File: config.mk
export PLATFORM = sky130hd
export DESIGN_NAME = k_way_sorted_merge_top
export DESIGN_NICKNAME = d
export VERILOG_FILES = /design/src/hw/rtl/kwm_pkg.sv /design/src/hw/rtl/kwm_cell.sv /design/src/hw/rtl/kwm_chain.sv /design/src/hw/rtl/k_way_sorted_merge_top.sv
export SDC_FILE = /design/constraint.sdc
export NUM_CORES = 1
export LEC_CHECK = 0
export BUFFER_PORTS_ARGS = -buffer_cell sky130_fd_sc_hd__buf_2
export CAP_MARGIN = 10
export CORE_MARGIN = 4
export CORE_UTILIZATION = 55
export DETAILED_ROUTE_END_ITERATION = 12
export PLACE_DENSITY = 0.75
export SLEW_MARGIN = 20
export SYNTH_ARGS = -nofsm -noshare
export SYNTH_HDL_FRONTEND = slang
export SYNTH_SLANG_ARGS = --single-unit
export TNS_END_PERCENT = 1
File: constraint.sdc
create_clock -name clk -period 12.1 [get_ports clk]
set_clock_uncertainty 0.05 [all_clocks]
set_input_delay 2.42 -clock clk [delete_from_list [all_inputs] [get_ports clk]]
set_output_delay 2.42 -clock clk [all_outputs]
set_load 0.01 [all_outputs]
File: src/hw/rtl/kwm_pkg.sv
// shared types and constants for the k-way sorted merge
package kwm_pkg;

  localparam int LIST_BITS  = 3;
  localparam int LIST_SPACE = 8;
  localparam int CFG_BITS   = 4;
  localparam int MASK_BITS  = 16;
  localparam int OUT_BITS   = 32;
  localparam int IN_BITS    = 32;

  localparam logic [CFG_BITS-1:0] CFG_RESET = 4'd8;

  typedef struct packed {
    logic ins;
    logic pop;
  } kwm_op_t;

  typedef enum logic [1:0] {
    ST_IDLE = 2'b01,
    ST_EMIT = 2'b10
  } kwm_state_t;

  typedef enum logic [2:0] {
    PH_PRIME = 3'b001,
    PH_MERGE = 3'b010,
    PH_DONE  = 3'b100
  } kwm_phase_t;

endpackage

File: src/hw/rtl/kwm_cell.sv
// one cell of the sorted head chain
module kwm_cell #(
  parameter int VALUE_BITS = 32
) (
  input  logic                           clk,
  input  logic                           rst,
  input  kwm_pkg::kwm_op_t               op,
  input  logic [VALUE_BITS-1:0]          new_value,
  input  logic [kwm_pkg::LIST_BITS-1:0]  new_list,
  input  logic                           left_ins,
  input  logic                           left_valid,
  input  logic [VALUE_BITS-1:0]          left_value,
  input  logic [kwm_pkg::LIST_BITS-1:0]  left_list,
  input  logic                           right_valid,
  input  logic [VALUE_BITS-1:0]          right_value,
  input  logic [kwm_pkg::LIST_BITS-1:0]  right_list,
  output logic                           valid,
  output logic [VALUE_BITS-1:0]          value,
  output logic [kwm_pkg::LIST_BITS-1:0]  list,
  output logic                           ins
);

  // new entry goes ahead of this one
  assign ins = !valid
             || ($signed(new_value) < $signed(value))
             || ((new_value == value) && (new_list < list));

  always_ff @(posedge clk) begin
    if (rst) begin
      valid <= 1'b0;
    end else if (op.pop) begin
      valid <= right_valid;
    end else if (op.ins && ins) begin
      valid <= left_ins ? left_valid : 1'b1;
    end
  end

  always_ff @(posedge clk) begin
    if (op.pop) begin
      value <= right_value;
      list  <= right_list;
    end else if (op.ins && ins) begin
      if (left_ins) begin
        value <= left_value;
        list  <= left_list;
      end else begin
        value <= new_value;
        list  <= new_list;
      end
    end
  end

endmodule

File: src/hw/rtl/kwm_chain.sv
// row of cells holding pending heads in ascending order
module kwm_chain #(
  parameter int MAX_LISTS  = 8,
  parameter int VALUE_BITS = 32
) (
  input  logic                           clk,
  input  logic                           rst,
  input  kwm_pkg::kwm_op_t               op,
  input  logic [VALUE_BITS-1:0]          new_value,
  input  logic [kwm_pkg::LIST_BITS-1:0]  new_list,
  output logic                           head_valid,
  output logic [VALUE_BITS-1:0]          head_value,
  output logic [kwm_pkg::LIST_BITS-1:0]  head_list
);

  logic                          c_valid [MAX_LISTS+1];
  logic [VALUE_BITS-1:0]         c_value [MAX_LISTS+1];
  logic [kwm_pkg::LIST_BITS-1:0] c_list  [MAX_LISTS+1];
  logic                          c_ins   [MAX_LISTS];

  // empty slot past the last cell
  assign c_valid[MAX_LISTS] = 1'b0;
  assign c_value[MAX_LISTS] = '0;
  assign c_list[MAX_LISTS]  = '0;

  for (genvar i = 0; i < MAX_LISTS; i++) begin : g_cell
    logic                          l_ins;
    logic                          l_valid;
    logic [VALUE_BITS-1:0]         l_value;
    logic [kwm_pkg::LIST_BITS-1:0] l_list;

    if (i == 0) begin : g_first
      assign l_ins   = 1'b0;
      assign l_valid = 1'b0;
      assign l_value = '0;
      assign l_list  = '0;
    end else begin : g_rest
      assign l_ins   = c_ins[i-1];
      assign l_valid = c_valid[i-1];
      assign l_value = c_value[i-1];
      assign l_list  = c_list[i-1];
    end

    kwm_cell #(
      .VALUE_BITS(VALUE_BITS)
    ) u_cell (
      .clk         (clk),
      .rst         (rst),
      .op          (op),
      .new_value   (new_value),
      .new_list    (new_list),
      .left_ins    (l_ins),
      .left_valid  (l_valid),
      .left_value  (l_value),
      .left_list   (l_list),
      .right_valid (c_valid[i+1]),
      .right_value (c_value[i+1]),
      .right_list  (c_list[i+1]),
      .valid       (c_valid[i]),
      .value       (c_value[i]),
      .list        (c_list[i]),
      .ins         (c_ins[i])
    );
  end

  assign head_valid = c_valid[0];
  assign head_value = c_value[0];
  assign head_list  = c_list[0];

endmodule

File: src/hw/rtl/k_way_sorted_merge_top.sv
// top level of the k-way sorted merge
//
//   channel  direction  handshake               payload
//   in       input      in_valid / in_ready     req_type, list_id, elem_value
//   out      output     out_valid / out_ready   out_value, source_list, all_done, order_error
//   cfg      input      cfg_wr_en               cfg_wr_data (active_lists)
//
// an item that gives a result is accepted in ST_IDLE, where a valid element request inserts its head
// into the cell chain; ST_EMIT then pops the chain head into the output register.
// a priming item with no result leaves the block in ST_IDLE.
// a full output register holds the emit cycle until out_ready.
// rst is synchronous and clears the chain, phase, primed lists and active_lists to 8.
module k_way_sorted_merge_top #(
  parameter int MAX_LISTS  = 8,
  parameter int VALUE_BITS = 32
) (
  input  logic                               clk,
  input  logic                               rst,
  input  logic                               cfg_wr_en,
  input  logic [kwm_pkg::CFG_BITS-1:0]       cfg_wr_data,
  input  logic                               in_valid,
  output logic                               in_ready,
  input  logic                               req_type,
  input  logic [kwm_pkg::LIST_BITS-1:0]      list_id,
  input  logic signed [kwm_pkg::IN_BITS-1:0] elem_value,
  output logic                               out_valid,
  input  logic                               out_ready,
  output logic signed [kwm_pkg::OUT_BITS-1:0] out_value,
  output logic [kwm_pkg::LIST_BITS-1:0]      source_list,
  output logic                               all_done,
  output logic                               order_error
);

  kwm_pkg::kwm_state_t               state;
  kwm_pkg::kwm_phase_t               phase;
  logic [kwm_pkg::CFG_BITS-1:0]      active_lists;
  logic [kwm_pkg::LIST_SPACE-1:0]    primed;
  logic [kwm_pkg::LIST_BITS-1:0]     awaited;
  logic                              pend_err;
  logic [kwm_pkg::LIST_BITS-1:0]     pend_list;

  logic [kwm_pkg::CFG_BITS-1:0]      eff;
  logic [kwm_pkg::MASK_BITS-1:0]     act_mask;
  logic [kwm_pkg::LIST_SPACE-1:0]    bit_sel;
  logic [kwm_pkg::LIST_SPACE-1:0]    primed_next;
  logic                              accept;
  logic                              bad;
  logic                              need_pop;
  logic                              out_free;
  logic                              emit;
  logic [63:0]                       in_ext;
  logic [63:0]                       head_ext;

  kwm_pkg::kwm_op_t                  op;
  logic                              head_valid;
  logic [VALUE_BITS-1:0]             head_value;
  logic [kwm_pkg::LIST_BITS-1:0]     head_list;

  assign accept   = in_valid && in_ready;
  assign in_ready = (state == kwm_pkg::ST_IDLE);
  assign out_free = !out_valid || out_ready;
  assign emit     = (state == kwm_pkg::ST_EMIT) && out_free;

  always_comb begin
    if (active_lists == '0) begin
      eff = kwm_pkg::CFG_BITS'(1);
    end else if (int'(active_lists) > MAX_LISTS) begin
      eff = kwm_pkg::CFG_BITS'(MAX_LISTS);
    end else begin
      eff = active_lists;
    end
  end

  assign act_mask    = (kwm_pkg::MASK_BITS'(1) << eff) - kwm_pkg::MASK_BITS'(1);
  assign bit_sel     = kwm_pkg::LIST_SPACE'(1) << list_id;
  assign primed_next = primed | bit_sel;

  always_comb begin
    bad      = 1'b1;
    need_pop = 1'b0;
    case (phase)
      kwm_pkg::PH_PRIME: begin
        bad      = ({1'b0, list_id} >= eff) || ((primed & bit_sel) != '0);
        need_pop = ((kwm_pkg::MASK_BITS'(primed_next) & act_mask) == act_mask);
      end
      kwm_pkg::PH_MERGE: begin
        bad      = (list_id != awaited);
        need_pop = 1'b1;
      end
      default: begin
        bad      = 1'b1;
        need_pop = 1'b0;
      end
    endcase
  end

  assign in_ext   = 64'(elem_value);
  assign head_ext = 64'(head_value);

  assign op.ins = accept && !bad && !req_type;
  assign op.pop = emit && !pend_err && head_valid;

  kwm_chain #(
    .MAX_LISTS  (MAX_LISTS),
    .VALUE_BITS (VALUE_BITS)
  ) u_chain (
    .clk        (clk),
    .rst        (rst),
    .op         (op),
    .new_value  (in_ext[VALUE_BITS-1:0]),
    .new_list   (list_id),
    .head_valid (head_valid),
    .head_value (head_value),
    .head_list  (head_list)
  );

  always_ff @(posedge clk) begin
    if (rst) begin
      active_lists <= kwm_pkg::CFG_RESET;
    end else if (cfg_wr_en) begin
      active_lists <= cfg_wr_data;
    end
  end

  always_ff @(posedge clk) begin
    if (rst) begin
      state   <= kwm_pkg::ST_IDLE;
      phase   <= kwm_pkg::PH_PRIME;
      primed  <= '0;
      awaited <= '0;
    end else begin
      case (state)
        kwm_pkg::ST_IDLE: begin
          if (accept) begin
            if (!bad && (phase == kwm_pkg::PH_PRIME)) begin
              primed <= primed_next;
            end
            if (bad || need_pop) begin
              state <= kwm_pkg::ST_EMIT;
            end
          end
        end
        kwm_pkg::ST_EMIT: begin
          if (out_free) begin
            state <= kwm_pkg::ST_IDLE;
            if (!pend_err) begin
              if (head_valid) begin
                phase   <= kwm_pkg::PH_MERGE;
                awaited <= head_list;
              end else begin
                phase <= kwm_pkg::PH_DONE;
              end
            end
          end
        end
        default: begin
          state <= kwm_pkg::ST_IDLE;
        end
      endcase
    end
  end

  always_ff @(posedge clk) begin
    if (accept) begin
      pend_err  <= bad;
      pend_list <= list_id;
    end
  end

  always_ff @(posedge clk) begin
    if (rst) begin
      out_valid <= 1'b0;
    end else if (emit) begin
      out_valid <= 1'b1;
    end else if (out_ready) begin
      out_valid <= 1'b0;
    end
  end

  always_ff @(posedge clk) begin
    if (emit) begin
      if (pend_err) begin
        out_value   <= '0;
        source_list <= pend_list;
        all_done    <= (phase == kwm_pkg::PH_DONE);
        order_error <= 1'b1;
      end else if (head_valid) begin
        out_value   <= head_ext[kwm_pkg::OUT_BITS-1:0];
        source_list <= head_list;
        all_done    <= 1'b0;
        order_error <= 1'b0;
      end else begin
        out_value   <= '0;
        source_list <= '0;
        all_done    <= 1'b1;
        order_error <= 1'b0;
      end
    end
  end

  a_emit_leaves: assert property (@(posedge clk) disable iff (rst)
    (state == kwm_pkg::ST_EMIT) && out_free |=> (state == kwm_pkg::ST_IDLE))
    else $error("emit state held with a free output register");

  a_done_empty: assert property (@(posedge clk) disable iff (rst)
    (phase == kwm_pkg::PH_DONE) |-> !head_valid)
    else $error("pending heads left after done");

  a_done_result: assert property (@(posedge clk) disable iff (rst)
    (phase == kwm_pkg::PH_DONE) && ($past(phase) != kwm_pkg::PH_DONE)
    |-> out_valid && all_done && !order_error)
    else $error("done phase entered without a done item");

endmodule

======== Word-level counts from Yosys, hierarchy flattened ========
Cells that the tools add are included.
storage, ports and cells
  flip-flop bits (word level) ............. 350
  input port bits ......................... 45
  output and inout port bits .............. 39
  word-level logic and storage cells ...... 229
cells by class
  $add $sub $neg .......................... 1
  $lt $le $gt $ge ......................... 18
  equal/unequal tests ..................... 18
  shift-type cells ........................ 2
  multiplexer cells ....................... 79
  bitwise gates (word level) .............. 5
  reduce and logical (&&, ||, !) cells .... 70
operator list
  kind                                                   count
  two-way mux 32 bit                                     21
  == test 32 bit                                         8
  less-than comparator 32 bit                            8
  two-way mux 3 bit                                      24
  two-way mux 1 bit                                      26
  less-than comparator 3 bit                             8
  logical AND 1 bit                                      23
  logical OR 1 bit                                       19
  bitwise AND 8 x 16 -> 16 bit                           1
  == test 16 bit                                         1
  nonzero test 2 bit                                     8
  << shifter 1 x 4 -> 16 bit (first input constant)      1
  subtractor 16 x 2 -> 16 bit (second input constant)    1
  zero test 1 bit                                        12
  AND reduction 3 bit                                    3
  bitwise AND 8 bit                                      1
  two-way mux 4 bit                                      2
  OR 8 bit                                               1
  nonzero test 8 bit                                     1
  << shifter 1 x 3 -> 8 bit (first input constant)       1
  two-way mux 2 bit                                      3
  greater-or-equal comparator 3 x 4 -> 1 bit             1
  greater-than comparator 4 bit (second input constant)  1
  zero test 4 bit                                        1
  13 further kinds                                       17

======== Depth between registers and ports, before layout ========
Gate-level depths: netlist of the first run.
  depth after elaboration ................. 12
  depth in mapped cells ................... 15

======== Cells and area by module ========
Synthesis of the first run repeated with hierarchy kept, for this count alone.
unflattened totals
  cell total of the unflattened synthesis .. 2581
  area, all modules ....................... 24763.8 um^2
modules (own cells, without submodules)
  module                  times used  cells an instance  area each (um^2)  sequential area each (um^2)
  kwm_cell                8           292                2752.6            1071.0
  k_way_sorted_merge_top  1           244                2738.9            1651.6
  kwm_chain               1           1                  3.8               0.0

======== Worst setup path after synthesis of the first run ========
OpenSTA, ideal clock, no wires.
  path type ............................... input -> register
  start ................................... input port list_id[0] (netlist name)
  end ..................................... register u_chain.g_cell[0].u_cell.list[0] (netlist name) (enable)
  arrival ................................. 6.990 ns
  required time ........................... 11.574 ns
  setup slack ............................. 4.584 ns
  cell stages on the path ................. 13
  cells stage by stage .................... buf_2 inv_1 buf_2 ha_1 nand2b_1 a21o_1 a21oi_1 o211ai_2 and2_4 or3_1 clkbuf_1 buf_2 o21ai_0
between the ends
  cells in the longest elaborated chain, start to end .. 10
  elaborated cells on any way between the ends .. 15
  those cells by class .................... 2 x order compare; 1 x eq/ne; 1 x shift; 1 x mux; 1 x bitwise; 9 x reduce/logical
ends and longest elaborated chain
  item                                   RTL line                       text
  start: declaration                     k_way_sorted_merge_top.sv:24   input logic [kwm_pkg::LIST_BITS-1:0] list_id,
  << shifter 1 x 3 -> 8 bit              k_way_sorted_merge_top.sv:75   assign bit_sel = kwm_pkg::LIST_SPACE'(1) << list_id;
  bitwise AND 8 bit                      k_way_sorted_merge_top.sv:83   bad = ({1'b0, list_id} >= eff) || ((primed & bit_sel) != '0);
  nonzero test 8 bit                     k_way_sorted_merge_top.sv:83
  logical OR 1 bit                       k_way_sorted_merge_top.sv:83
  one-hot mux 1 bit (2 select lines) *   k_way_sorted_merge_top.sv:81   case (phase)
  net bad                                k_way_sorted_merge_top.sv:47   logic bad;
  zero test 1 bit *                      k_way_sorted_merge_top.sv:100  assign op.ins = accept && !bad && !req_type;
  logical AND 1 bit * (2 in series)      k_way_sorted_merge_top.sv:100
  logical AND 1 bit *                    kwm_cell.sv:42                 end else if (op.ins && ins) begin
  nonzero test 2 bit (no source line) *  -
  end signal: assignment                 kwm_cell.sv:41                 list <= right_list;
  end signal: assignment                 kwm_cell.sv:45                 list <= left_list;
  end signal: assignment                 kwm_cell.sv:48                 list <= new_list;
  end: declaration                       kwm_cell.sv:19                 output logic [kwm_pkg::LIST_BITS-1:0] list,
Mark *: on every way through the listed nets, which the timed path passes. The rest lies on a longest branch.
A chain may end at the register's enable or synchronous reset.

======== Worst setup path after layout of the first run ========
  start ................................... input port elem_value[5] (netlist name)
  end ..................................... register u_chain.g_cell[1].u_cell.value[14] (enable)
between the ends
  cells in the longest elaborated chain, start to end .. 5
  elaborated cells on any way between the ends .. 7
  those cells by class .................... 1 x order compare; 1 x eq/ne; 5 x reduce/logical
ends and longest elaborated chain
  item                                                                  RTL line                        text
  start: declaration                                                    k_way_sorted_merge_top.sv:25    input logic signed [kwm_pkg::IN_BITS-1:0] elem_value,
  less-than comparator 32 bit / == test 32 bit (equally long branches)  kwm_cell.sv:25, kwm_cell.sv:26
  logical OR 1 bit / logical AND 1 bit (equally long branches)          kwm_cell.sv:25, kwm_cell.sv:26
  logical OR 1 bit *                                                    kwm_cell.sv:26                  || ((new_value == value) && (new_list < list));
  logical AND 1 bit *                                                   kwm_cell.sv:42
  nonzero test 2 bit (no source line) *                                 -
  end signal: assignment                                                kwm_cell.sv:40                  value <= right_value;
  end signal: assignment                                                kwm_cell.sv:44                  value <= left_value;
  end signal: assignment                                                kwm_cell.sv:47                  value <= new_value;
  end: declaration                                                      kwm_cell.sv:18                  output logic [VALUE_BITS-1:0] value,
Every way passes the cells marked *; elsewhere a longest branch is shown, timed or not.

==> impl_metrics.csv, run 1 <==
group,metric,value,unit
grt,gr-total-overflow,0,
grt,grt_usage,0.2897,
timing,timing_worst_slew_pin_value,1.431,ns
drt,viasPerCell,6.237,
drt,ant_nets,0,
clock_network,cts.htree.levels,2,
clock_network,clk_pin_slew_worst_paths,0.06,ns
job,max_cap_viol_count,0,
worst_setup_path,cp_max_fo,20,
clock_network,tritoncts,"built",
worst_setup_path,crit_required,12.34,ns
worst_setup_path,startpoint_type,"input pin",
power_and_ir_drop,power.share.switching,0.2844,
worst_setup_path,cp_top_family,"buffers and inverters",
layout,stdcell_area,25920,um^2
yosys,synth_top_family_by_area,"compound AO/OA/AOI/OAI gates",
power_and_ir_drop,peakVddDrop,103.0,uV
worst_setup_path,critPathCaptureType,"flip-flop",
min_path,hold_end,"awaited[2]",
clock_network,cts_setup_buffers,0,
yosys,synth_area,23800,um^2
drt,wl_per_cell,22.38,um
yosys,synth_top_area_frac,0.3609,
yosys,ys.flop_type,"edfxtp_1",
timing,finalCriticalPeriod,6.473,ns
worst_setup_path,rr_endpoint,"u_chain.g_cell[1].u_cell.value[14]",
floorplanning,fp.dieH,216.0,um
placement,hpwl,47970,um
floorplanning,core,42320,um^2
grt,use_met3,0.04290,
yosys,yosys.area.top_type,"edfxtp_1",
floorplanning,die_x,216.0,um
floorplanning,ios,84,
grt,use_met1,0.3883,
yosys,synth-seq-cells,350,
grt,grt_pass1_wl,107300,um
clock_network,cts_buffers,41,
grt,top_usage_layer,"met2",
power_and_ir_drop,p_per_area,128.2,nW/um^2
drt,drtIter0Drc,2140,
drt,drc,0,
clock_network,cts_root_buffer,"clkbuf_16",
layout,diodes,0,
power_and_ir_drop,power_switching,945.2,uW
yosys,syn_nets,2804,
worst_setup_path,reg2reg_depth,11,
layout,syn_to_final_growth,8.922,%
timing,maxSlewHeadroom,0.04568,
min_path,min_from,"awaited[2]",
worst_setup_path,crit_arrival,6.71,ns
clock_network,cts.sinks,350,
worst_setup_path,critPathBufInv,3,
yosys,synthCells,2483,
layout,final_core_util,0.6125,
worst_setup_path,critPathMostFrequentCell,"buf_4",
floorplanning,num_rows,75,
grt,grt_pass1_vias,19060,
grt,grtUsageMet2,0.4737,
clock_network,clock_latency,0.59,ns
power_and_ir_drop,p_leak,0.01034,uW
status,outcome,"finished clean",
yosys,yosys_warnings,0,
floorplanning,dieArea,46660,um^2
floorplanning,start_util,0.5623,
yosys,synth_area_per_cell,9.584,um^2
drt,wl,69010,um
yosys,synth-compound-area-share,0.1567,
layout,layout_commonest_cell,"nand2_1",
clock_network,ctsHoldBuffers,0,
power_and_ir_drop,combPwrFrac,0.177,
worst_setup_path,rr_startpoint,"u_chain.g_cell[1].u_cell.value[5]",
power_and_ir_drop,pwr-share-seq,0.438,
grt,grt_start_max_net_pins,250,
yosys,synth-adder-area-share,0.1451,
worst_setup_path,cp_cell_sequence,"buf_2 -> ha_1 -> a21oi_1 -> o21ai_0 -> a221o_1 -> o31a_1 -> nor4_1 -> mux2i_4 -> buf_4 -> o21ai_4 -> buf_4",
layout,drive_gt1_frac,0.09095,
clock_network,cts_resized,0,
timing,rsz0062_at_grt,"false",
worst_setup_path,path_class,"in2reg",
yosys,synth_cell_types,75,
timing,fin_tns_setup,0,ns
timing,hold_violations,0,
placement,place_congestion,0.9234,
worst_setup_path,regToRegSetupSlack,7.34,ns
timing,setup_viol,0,
yosys,synth_xor_area_frac,0.001472,
power_and_ir_drop,internal_power,2378,uW
layout,nets,2797,
layout,final_cell_mix,"nand2_1, edfxtp_1, inv_1, ha_1, o21ai_0",
yosys,synth_simple_gate_area_share,0.1116,
yosys,ys_seq_area_frac,0.4147,
timing,max_freq,154.5,MHz
clock_network,ctsLongestPathBuffers,3,
worst_setup_path,cpPeakStageDelay,1.00,ns
timing,post-route-period-util,0.5350,
drt,via_count,19230,
placement,io_buffers,83,
min_path,whs_path_depth,2,
timing,finalMaxSlewViolations,0,
grt,antenna_found_initial,0,
yosys,synth_edf_count,286,
min_path,hold_class,"reg2reg",
power_and_ir_drop,p_clk_frac,0.385,
yosys,synth.mux.area_fraction,0.09574,
placement,placed_area,24580,um^2
yosys,synth_area_leaders,"edfxtp_1, ha_1, mux2i_1",
yosys,async_reset_ff_frac,0,
worst_setup_path,crit_slowest_cell,"mux2i_4",
drt,first_pass_iters,8,
-- power groups by stage --
stage | Combinational [uW] | Sequential, uW | Clock [uW]
2_1_floorplan | 401 | 1460 | 0
3_3_place_gp | 548 | 1470 | 0
3_5_place_dp | 577 | 1480 | 0
4_1_cts | 581 | 1450 | 1290
5_1_grt | 649 | 1460 | 1340
6_report | 588 | 1460 | 1280
-- registers in the layout (all words and copies together), names as in the netlist --
| register | count |
|---|---|
| active_lists | 4 |
| all_done | 1 |
| awaited | 3 |
| order_error | 1 |
| out_valid | 1 |
| out_value | 32 |
| pend_err | 1 |
| pend_list | 3 |
| phase | 3 |
| primed | 8 |
| source_list | 3 |
| state | 2 |
| u_chain.g_cell.u_cell.list | 24 |
| u_chain.g_cell.u_cell.valid | 8 |
| u_chain.g_cell.u_cell.value | 256 |
-- how the worst max path moves through the flow --
stage,from,to,depth (start not counted)
after global routing,elem_value[5],u_chain.g_cell[1].u_cell.value[14],11
after detailed placement,elem_value[5],u_chain.g_cell[1].u_cell.value[25],11
after global placement,elem_value[31],u_chain.g_cell[2].u_cell.value[20],11
after CTS,elem_value[5],u_chain.g_cell[1].u_cell.value[17],11
final,elem_value[5],u_chain.g_cell[1].u_cell.value[14],11
after floorplan,list_id[0],u_chain.g_cell[0].u_cell.list[0],13
-- worst min-delay path: stages, from the launching register on --
cell and delay [ns]:
dfxtp_1 0.32, nand2_1 0.05, a21oi_1 0.05
-- per-layer routing --
layer / wire, um / vias to the layer above / part of all wire
met1: 28530 / 9340 / 0.41
met2: 32110 / 826 / 0.47
li1: - / 8898 / -
met3: 5451 / 170 / 0.079
met4: 2926 / 0 / 0.042
met5: 0 / - / 0
-- synth_stat cells, types with 18 or more instances --
cell type,number
a211oi_1,18
a21o_1,21
a21oi_1,147
a221oi_2,35
buf_2,21
clkbuf_1,105
dfxtp_1,64
edfxtp_1,286
ha_1,276
inv_1,284
mux2i_1,222
nand2_1,360
nand3_1,30
nand4_1,46
nor2_1,42
nor3_1,46
o21ai_0,270
o21ai_1,23
-- kinds of logic (layout without fill, tap and decap cells) --
kind of cell / after synthesis / in the layout
compound gates: 597 / 597
simple gates: 591 / 591
buf+inv: 438 / 462
flops: 350 / 350
fa+ha+maj: 276 / 276
mux: 226 / 226
xor+xnor: 4 / 4
other cells: 1 / 1
-- cell type report --
cell class                 instances  area, um^2
fill                            3515       16400
multi-input combinational       1695       12340
sequential                       350        9869
clock buffer                      54        1115
inverter                         285        1070
tap                              577       721.9
timing repair buffer             103       578.1
clock inverter                    20       226.5
-- metrics by stage --
step / cells / setup slack [ns] / hold slack, ns / power (uW)
6_report: 3084 / 5.627 / 0.4258 / 3324
5_1_grt: 3084 / 5.512 / 0.4500 / 3454
4_1_cts: 3084 / 5.690 / 0.4254 / 3323
3_5_place_dp: 3010 / 5.140 / 0.4163 / 2056
3_3_place_gp: 3010 / 5.244 / 0.4061 / 2023
2_1_floorplan: 2483 / 4.584 / 0.3899 / 1864
Note: power is estimated with default switching activity, not from simulation.
==> inputs of run 2 (changes only) <==
--- a/config.mk
+++ b/config.mk
@@ -10,7 +10,7 @@
 export CORE_MARGIN = 4
 export CORE_UTILIZATION = 55
 export DETAILED_ROUTE_END_ITERATION = 12
-export PLACE_DENSITY = 0.75
+export PLACE_DENSITY = 0.78
 export SLEW_MARGIN = 20
 export SYNTH_ARGS = -nofsm -noshare
 export SYNTH_HDL_FRONTEND = slang
==> constraint.sdc (replaced) <==
create_clock -name clk -period 5.85 [get_ports clk]
set_clock_uncertainty 0.05 [all_clocks]
set_input_delay 1.17 -clock clk [delete_from_list [all_inputs] [get_ports clk]]
set_output_delay 1.17 -clock clk [all_outputs]
set_load 0.01 [all_outputs]
==> run 2 against run 1 <==
Against the previous run: final cell count up 0.94%; design area is 1.6% higher; die area unchanged; first-iteration DRC count up 1.6%; critical endpoint is now u_chain.g_cell[7].u_cell.value[18]; critical path type unchanged; largest cell class unchanged; global-route usage hardly changed.
==> impl_metrics.csv, run 2 (synthesis gave the netlist of run 1 again) <==
group,metric,value,unit
status,outcome,"finished clean",
drt,via_count,19440,
power_and_ir_drop,p_per_area,268.4,nW/um^2
grt,grt_start_max_net_pins,175,
clock_network,cts_root_buffer,"clkbuf_16",
timing,max_freq,204.9,MHz
grt,grt_pass1_vias,19330,
clock_network,cts.sinks,350,
floorplanning,die_x,216.0,um
drt,drc,0,
worst_setup_path,rr_startpoint,"u_chain.g_cell[7].u_cell.value[31]",
worst_setup_path,crit_arrival,5.31,ns
timing,finalCriticalPeriod,4.879,ns
layout,drive_gt1_frac,0.1030,
min_path,min_from,"phase[0]",
timing,post-route-period-util,0.8341,
drt,wl_per_cell,22.27,um
worst_setup_path,cp_max_fo,22,
grt,gr-total-overflow,0,
layout,nets,2822,
drt,viasPerCell,6.245,
grt,antenna_found_initial,2,
layout,largest_reg_flops,256,
timing,fin_tns_setup,0,ns
worst_setup_path,crit_start,"elem_value[31]",
timing,fin_ws,0.9706,ns
worst_setup_path,cp_cell_sequence,"buf_2 -> ha_1 -> nand4_1 -> nor4_1 -> a21boi_0 -> o311a_1 -> a311o_2 -> buf_16 -> buf_4 -> a21oi_1 -> a221oi_2",
clock_network,clk_pin_slew_worst_paths,0.06,ns
clock_network,clock_latency,0.58,ns
floorplanning,ios,84,
grt,grt_pass1_wl,107600,um
job,max_cap_viol_count,0,
timing,timing_worst_slew_pin_value,1.097,ns
min_path,whs_path_depth,2,
worst_setup_path,reg2reg_depth,11,
worst_setup_path,cp_top_family,"compound AO/OA/AOI/OAI gates",
placement,io_buffers,83,
layout,regMostFlops,"u_chain.g_cell.u_cell.value",
worst_setup_path,crit_slowest_cell,"nor4_1",
floorplanning,core,42320,um^2
clock_network,ctsLongestPathBuffers,3,
power_and_ir_drop,p_leak,0.01054,uW
worst_setup_path,critPathBufInv,3,
timing,setup_viol,0,
worst_setup_path,crit_required,6.28,ns
clock_network,tritoncts,"built",
floorplanning,start_util,0.5623,
grt,grt_usage,0.2898,
worst_setup_path,regToRegSetupSlack,1.46,ns
layout,reg_top3,"u_chain.g_cell.u_cell.value x256, out_value x32, u_chain.g_cell.u_cell.list x24",
timing,maxSlewHeadroom,0.2619,
drt,ant_nets,0,
placement,dp_slack,0.3587,ns
worst_setup_path,rr_endpoint,"u_chain.g_cell[7].u_cell.value[18]",
clock_network,ctsHoldBuffers,0,
worst_setup_path,startpoint_type,"input pin",
timing,rsz0062_at_grt,"false",
layout,layout_commonest_cell,"nand2_1",
floorplanning,fp.dieH,216.0,um
power_and_ir_drop,peakVddDrop,180.6,uV
timing,hold_slack,0.4364,ns
placement,hpwl,48620,um
worst_setup_path,critical_path_depth,11,
min_path,hold_class,"reg2reg",
drt,wl,69320,um
placement,place_congestion,0.9346,
timing,finalMaxSlewViolations,0,
drt,drtIter0Drc,2174,
floorplanning,num_rows,75,
worst_setup_path,critPathCaptureType,"flip-flop",
worst_setup_path,cpPeakStageDelay,0.93,ns
worst_setup_path,path_class,"in2reg",
clock_network,cts_setup_buffers,0,
layout,final_cell_mix,"nand2_1, edfxtp_1, inv_1, ha_1, o21ai_0",
worst_setup_path,worstSetupEndpoint,"u_chain.g_cell[7].u_cell.value[18]",
clock_network,cts.htree.levels,2,
layout,syn_to_final_growth,10.64,%
clock_network,cts_buffers,41,
timing,hold_violations,0,
floorplanning,dieArea,46660,um^2
drt,first_pass_iters,8,
clock_network,cts_resized,0,
run 2: changes by cell type in the layout (fill, tap and decap cells not counted), moves of 2 or more:
cell,previous run,this run
clkbuf_16,41,43
buf_12,1,7
buf_4,19,37
clkbuf_1,9,3
bufinv_16,5,7
diode_2,0,2
run 2: worst min-delay path by stage:
stage / to / slack, ns
floorplan: phase[0] / 0.39
global placement: phase[0] / 0.40
detailed placement: phase[0] / 0.42
CTS: phase[0] / 0.43
global route: awaited[2] / 0.45
finish: phase[0] / 0.44
run 2: final cells by class:
type | count | area (um^2)
Fill cell | 3417 | 15990
Multi-Input combinational cell | 1695 | 12330
Sequential cell | 350 | 9869
Clock buffer | 50 | 1142
Inverter | 285 | 1070
Timing Repair Buffer | 128 | 860.8
Tap cell | 577 | 721.9
Clock inverter | 26 | 332.8
Antenna cell | 2 | 5.005
run 2: where the power goes:
group	switching (uW)	leakage [uW]	internal, uW
logic	751	0.00667	476
registers	125	0.00314	2900
clock network	1110	0.000730	1710
total	1980	0.0105	5080
run 2: stage by stage:
step	cells	util	power, uW	instance area (um^2)
2_1_floorplan	2483	-	3856	23800
3_3_place_gp	3034	0.5865	4192	24820
3_5_place_dp	3034	0.5865	4260	24820
4_1_cts	3110	0.6214	7070	26300
5_1_grt	3112	0.6221	7337	26330
6_report	3113	0.6221	7068	26330
run 2: metal layers:
metal / global-route usage / part of all wire
met1: 0.3870 / 0.41
met2: 0.4651 / 0.46
met3: 0.04473 / 0.077
met4: 0.1372 / 0.050
met5: 0 / 0.00055
run 2: worst register-to-register path, stage by stage (launching register included):
cell      delay (ns)
dfxtp_1         0.34
inv_1           0.09
ha_1            0.39
nand4_1         0.20
nor4_1          0.93
a21boi_0        0.53
o311a_1         0.27
a311o_2         0.54
buf_16          0.26
buf_4           0.32
a21oi_1         0.10
a221oi_2        0.26
